**src/rtl/midi_loop_track_sequencer_assert.svh**
```systemverilog
// assertion macros for the loop track sequencer
// used by the top level only
`ifndef MIDI_LOOP_TRACK_SEQUENCER_ASSERT_SVH
`define MIDI_LOOP_TRACK_SEQUENCER_ASSERT_SVH
`define MLT_ASSERT_IMPLY(label, a, b) \
   label: assert property (@(posedge clock) disable iff (reset) (a) |-> (b)) \
      else $error("assertion failed");
`define MLT_ASSERT_NEXT(label, a, b) \
   label: assert property (@(posedge clock) disable iff (reset) (a) |=> (b)) \
      else $error("assertion failed");
`endif

```
**src/rtl/mltseq_div.sv**
```systemverilog
// serial restoring divider, 32 by 16 bits, one quotient bit a cycle
// no dependencies
module mltseq_div (
   input  logic        clock,
   input  logic        reset,
   input  logic        start,
   input  logic [31:0] dividend,
   input  logic [15:0] divisor,
   output logic        busy,
   output logic        done,
   output logic [15:0] quotient,
   output logic [15:0] remainder
);
   logic [31:0] q_ff, q_in;
   logic [15:0] r_ff, r_in;
   logic [15:0] d_ff;
   logic [5:0]  cnt_ff, cnt_in;
   logic        busy_ff, busy_in, done_ff, done_in;
   logic [16:0] trial;

   always_comb begin
      trial   = {r_ff, q_ff[31]} - {1'b0, d_ff};
      q_in    = q_ff;
      r_in    = r_ff;
      cnt_in  = cnt_ff;
      busy_in = busy_ff;
      done_in = 1'b0;
      if (busy_ff) begin
         if (trial[16]) begin
            r_in = {r_ff[14:0], q_ff[31]};
            q_in = {q_ff[30:0], 1'b0};
         end else begin
            r_in = trial[15:0];
            q_in = {q_ff[30:0], 1'b1};
         end
         cnt_in = cnt_ff - 6'd1;
         if (cnt_ff == 6'd1) begin
            busy_in = 1'b0;
            done_in = 1'b1;
         end
      end else if (start) begin
         q_in    = dividend;
         r_in    = '0;
         cnt_in  = 6'd32;
         busy_in = 1'b1;
      end
   end

   always_ff @(posedge clock) begin
      if (reset) begin
         busy_ff <= 1'b0;
         done_ff <= 1'b0;
         cnt_ff  <= '0;
      end else begin
         busy_ff <= busy_in;
         done_ff <= done_in;
         cnt_ff  <= cnt_in;
      end
      q_ff <= q_in;
      r_ff <= r_in;
   end

   always_ff @(posedge clock) begin
      if (!busy_ff && start) begin
         d_ff <= divisor;
      end
   end

   assign busy      = busy_ff;
   assign done      = done_ff;
   assign quotient  = q_ff[15:0];
   assign remainder = r_ff;
endmodule

```
**config.mk**
```make
export PLATFORM = sky130hd
export DESIGN_NAME = mltseq_div
export DESIGN_NICKNAME = d
export VERILOG_FILES = /design/src/rtl/midi_loop_track_sequencer_assert.svh /design/src/rtl/mltseq_div.sv
export SDC_FILE = /design/constraint.sdc
export NUM_CORES = 1
export LEC_CHECK = 0
export BUFFER_PORTS_ARGS = -buffer_cell sky130_fd_sc_hd__buf_2
export CAP_MARGIN = 25
export CORE_MARGIN = 3
export CORE_UTILIZATION = 55
export DETAILED_ROUTE_END_ITERATION = 8
export GPL_ROUTABILITY_DRIVEN = 0
export PLACE_DENSITY = 0.83
export SLEW_MARGIN = 30
export SYNTH_ARGS = -nofsm -noshare
export SYNTH_HDL_FRONTEND = slang
export SYNTH_SLANG_ARGS = --single-unit
```
**constraint.sdc**
```tcl
create_clock -name clock -period 3 [get_ports clock]
set_clock_uncertainty 0.05 [all_clocks]
set_input_delay 0.6 -clock clock [delete_from_list [all_inputs] [get_ports clock]]
set_output_delay 0.6 -clock clock [all_outputs]
set_load 0.05 [all_outputs]
```
; ---- Word level (Yosys, flattened, before mapping)
; Index checks and enable logic that the tools add are counted.
[op_classes]
add_sub_neg = 2
reduce_logical = 4
bitwise_logic = 1
eq_ne = 1
n_mux = 12
[op_table]
columns = cell, count
row1 = 32-bit two-way mux, 2
row2 = 16-bit two-way mux, 3
row3 = 17-bit by 16-bit subtractor with 17-bit output, 1
row4 = 6-bit two-way mux, 2
row5 = 6-bit by 1-bit equality test with 1-bit output (second input constant), 1
row6 = 6-bit by 1-bit subtractor with 6-bit output (second input constant), 1
row7 = 1-bit two-way mux, 5
row8 = 2-bit nonzero test, 1
row9 = 2-bit OR reduction, 1
row10 = 1-bit logical AND, 1
row11 = 1-bit zero test, 1
row12 = 1-bit inverter, 1
[totals]
out_inout_bits = 34
elab_cells = 26
register_bits = 72

; ---- Longest topological paths before layout
[depth]
depth_word = 3
depth_mapped = 12
depth_no_buf = 10

; ---- Least setup slack after synthesis
; OpenSTA, ideal clock, no wires.
[synth_timing]
path_kind = reg-to-reg
from = reg r_ff[0] (netlist: remainder[0])
to = reg r_ff[12] (netlist: remainder[12]), data pin
setup_ps = 257
path_stages_with_launch = 12
period_less_slack_ps = 2915
t_arrival_ps = 2608
n_path_buf = 2
setup_slack_ps = 85
required_ps = 2693
cell_sequence = edfxtp_1 inv_1 fa_1 nand2b_1 a21oi_2 o21a_2 o21ai_2 a221oi_2 buf_6 buf_12 mux2i_1 nor2b_1
[synth_via]
elab_chain_len = 3
[synth_lines]
columns = item, line
row1 = "start, declared", mltseq_div.sv:15  ; logic [15:0] r_ff, r_in;
row2 = "start signal, assigned", mltseq_div.sv:60  ; r_ff <= r_in;
row3 = 17-bit by 16-bit subtractor with 17-bit output, mltseq_div.sv:22  ; trial = {r_ff, q_ff[31]} - {1'b0, d_ff};
row4 = 16-bit two-way mux, mltseq_div.sv:29  ; if (trial[16]) begin
row5 = 16-bit two-way mux, mltseq_div.sv:28  ; if (busy_ff) begin
; Every way passes these cells.
; A chain may end at the register's enable or synchronous reset.

; ---- Worst setup path after layout
[layout_timing]
from = reg q_ff[31]
to = reg r_ff[11] (netlist: remainder[11]), data pin
[layout_via]
elab_chain_len = 3
[layout_lines]
columns = item, line
row1 = "start, declared", mltseq_div.sv:14  ; logic [31:0] q_ff, q_in;
row2 = "start signal, assigned", mltseq_div.sv:59  ; q_ff <= q_in;
row3 = 17-bit by 16-bit subtractor with 17-bit output, mltseq_div.sv:22
row4 = 16-bit two-way mux, mltseq_div.sv:29
row5 = 16-bit two-way mux, mltseq_div.sv:28
; Every way passes these cells.

==> impl_metrics.toml <==
[synth]
synth_top_family_by_area = "multiplexers"
synth_top_area_cell = "edfxtp_1"
synth-async-reset-ratio_pct = 0
ys_top_cells_by_count = "64 x edfxtp_1, 31 x mux2_2, 21 x inv_1, 19 x nor2b_1, 18 x ha_1"
synth_warnings = 0
yosysMostFrequentCell = "edfxtp_1"
synthesis.area_um2 = 3950
synth_edf_count = 64
synthAdderAreaFrac_pct = 6.20
synth-main-ff-cell = "edfxtp_1"
ys_top_cells_by_area = "edfxtp_1 49%, mux2_2 8.8%, ha_1 5.7%"
synth_compound_area_share_pct = 9.81
avgSynthCellArea_um2 = 12.2
netlist.area_leader.share_pct = 48.6
yosysSeqAreaShare_pct = 52.7
synth-xor-area-share_pct = 1.99
post_synth_mux_area_share_pct = 12.1
synth_cells = 323
synth_cell_type_count = 54
synth-simple-area-share_pct = 10.5
synthesis.nets = 393
synth_seq_cells = 72

[worst_setup_path]
crit_arrival_ns = 2.85
crit_fanout = 12
reg2reg_to = "remainder[11]"
crit_slowest_cell = "fa_1"
cpPeakStageDelay_ns = 0.41
required_ns = 3.04
ff2ff_path_depth = 11
crit_type = "reg -> reg"
cp_cell_sequence = "inv_1, ha_1, fa_1, nand2b_1, a21oi_2, o21a_2, o21ai_2, a221oi_2, buf_4, mux2i_1, nor2b_1"
worstReg2RegStart = "q_ff[31]"
end_kind = "flop"
startpoint_type = "flop"
r2r_slack_ns = 0.19

[global_routing]
grt_pass1_wl_um = 12300
grt_overflow = 0
grt_pass1_vias = 2665
grt_antenna_before_repair = 0
grt_usage_pct = 18.6
grt_max_degree = 36

[final_layout]
area_growth_syn_to_layout_pct = 15.1
fillCellCount = 553
seq_area_um2 = 2080
diodes = 0
fin_nets = 468
finalNonFillerCells = 498
multi_input_area_um2 = 1610
final_layout_size_suffix_gt1_share_pct = 35.8

[clock_tree]
cts_tree = "built"
clk_pin_slew_ns = 0.08
post-cts-setup-buffers = 0
htree_levels = 3
post_cts_resized = 0
clk_latency_ns = 0.34
clock_path_buffers = 2
ctsRootBufferMaster = "clkbuf_8"
holdBufCountCts = 0
cts-buffers-inserted = 9
cts.sink_count = 72

[drt]
num_vias = 2631
wire_per_inst_um = 15.0
drt-initial-drc-count = 104
wl_met2_um = 3620
drt_pass1_iterations = 5
routed_wl_um = 7490
met3_length_um = 540
remaining_drc_errors = 0
routedLengthMet1_um = 3260
antenna_left = 0
vias_per_cell = 5.28
dr.max_layer_used = "met4"

[hold_path]
holdPathEnd = "d_ff[8]"
hold_class = "in -> reg"
min-delay-start = "divisor[8]"
min_path_cells = 1

[place]
dp_cells = 483
dp_slack_ns = 0.231
io_buffer_count = 84
hpwl_um = 5490

[floorplan]
ios = 85
coreArea_um2 = 6870
fp.dieW_um = 90.8
die_y_um = 90.8
die-area_um2 = 8240
fp-row-count = 30
start_util_pct = 57.5

[power]
p_leak_nw = 1.92
peakVddDrop_mv = 0.345
p_per_area_nw_per_um2 = 661

[run_status]
status = "complete, no violations"

[timing]
whs_ns = 0.378
setup_tns_ns = 0
slew-limit-headroom_pct = 69.2
grt_setup_unrepaired = "no"
min_period_ns = 2.81
timing_hold_violations_final = 0
setup_slack_ns = 0.192
fmax_ghz = 0.356
finalSetupViolCount = 0
finalMaxSlewViolations = 0
tightest_slew_ns = 0.461
fin_crit_sh_pct = 93.6

[flow_run]
timing.max_cap.violations = 0
-- cells in the final DEF (no fill, tap or decap), types with 2 or more instances in the layout --
cell	Yosys	routed
buf_2	1	84
ha_1	18	18
o21a_1	5	5
a21o_1	2	2
edfxtp_1	64	64
a21oi_1	13	13
o211ai_1	3	3
nor2_1	15	15
a21boi_1	3	3
nand3_1	3	3
and2_1	5	5
mux2i_1	13	13
xnor2_1	6	6
xor2_1	3	3
clkinvlp_4	0	2
o21ai_0	11	11
nor3_1	6	6
clkbuf_8	0	9
nand2b_1	5	5
nor2b_1	19	19
mux2_2	31	31
buf_4	17	5
o31ai_1	2	2
nand2_1	13	13
inv_1	21	20
nand3b_1	3	3
dfxtp_1	8	7
-- stage by stage --
step                util (%)  power, W  area, um^2
floorplan                  -   0.00212        3950
detailed placement      63.6   0.00229        4370
global placement        63.6   0.00226        4370
global route            66.2   0.00316        4550
finish                  66.2   0.00301        4550
CTS                     66.2   0.00303        4550
-- how the worst max path moves through the flow --
stage	startpoint	to	slack [ns]
5_1_grt	q_ff[31]	remainder[11]	0.04
2_1_floorplan	remainder[0]	remainder[12]	0.08
3_5_place_dp	q_ff[31]	remainder[11]	0.23
4_1_cts	q_ff[31]	remainder[11]	0.21
6_report	q_ff[31]	remainder[11]	0.19
3_3_place_gp	q_ff[31]	remainder[11]	0.35
-- registers in the layout (all words and copies together) (netlist names) --
| signal | count |
|---|---|
| q_ff | 32 |
| busy | 1 |
| cnt_ff | 6 |
| remainder | 16 |
| done | 1 |
| d_ff | 16 |
-- critical path, delay by kind of cell (launching register included) --
family                     cells  cell delay (ns)
AOI/OAI and AO/OA              4             0.72
adders and majority gates      2             0.63
DFF                            1             0.33
buffers and inverters          2             0.33
and+or+nand+nor                2             0.25
muxes                          1             0.24
-- power by group --
part	total [W]	internal [W]	switching [W]
combinational	0.000979	0.000363	0.000615
sequential	0.00130	0.00123	0.0000637
clock	0.000734	0.000380	0.000355
-- cell type report --
class / instances / area share (%)
sequential: 72 / 45.8
multi-input combinational: 204 / 35.3
timing repair buffer: 90 / 10.5
clock buffer: 10 / 2.80
tap: 96 / 2.64
inverter: 21 / 1.73
clock inverter: 5 / 1.26
-- logic make-up after synthesis --
group / Yosys count
simple gates: 76
xor+xnor: 9
buf+inv: 47
flops: 72
fa+ha+maj: 19
compound gates: 56
mux: 44
-- per-layer routing --
| layer | vias to the layer above | GRT usage (%) |
|---|---|---|
| met5 | - | 0 |
| met4 | 0 | 5.28 |
| met3 | 10 | 7.58 |
| met2 | 81 | 30.2 |
| met1 | 1225 | 22.8 |
| li1 | 1315 | - |
(Power assumes the default switching activity.)
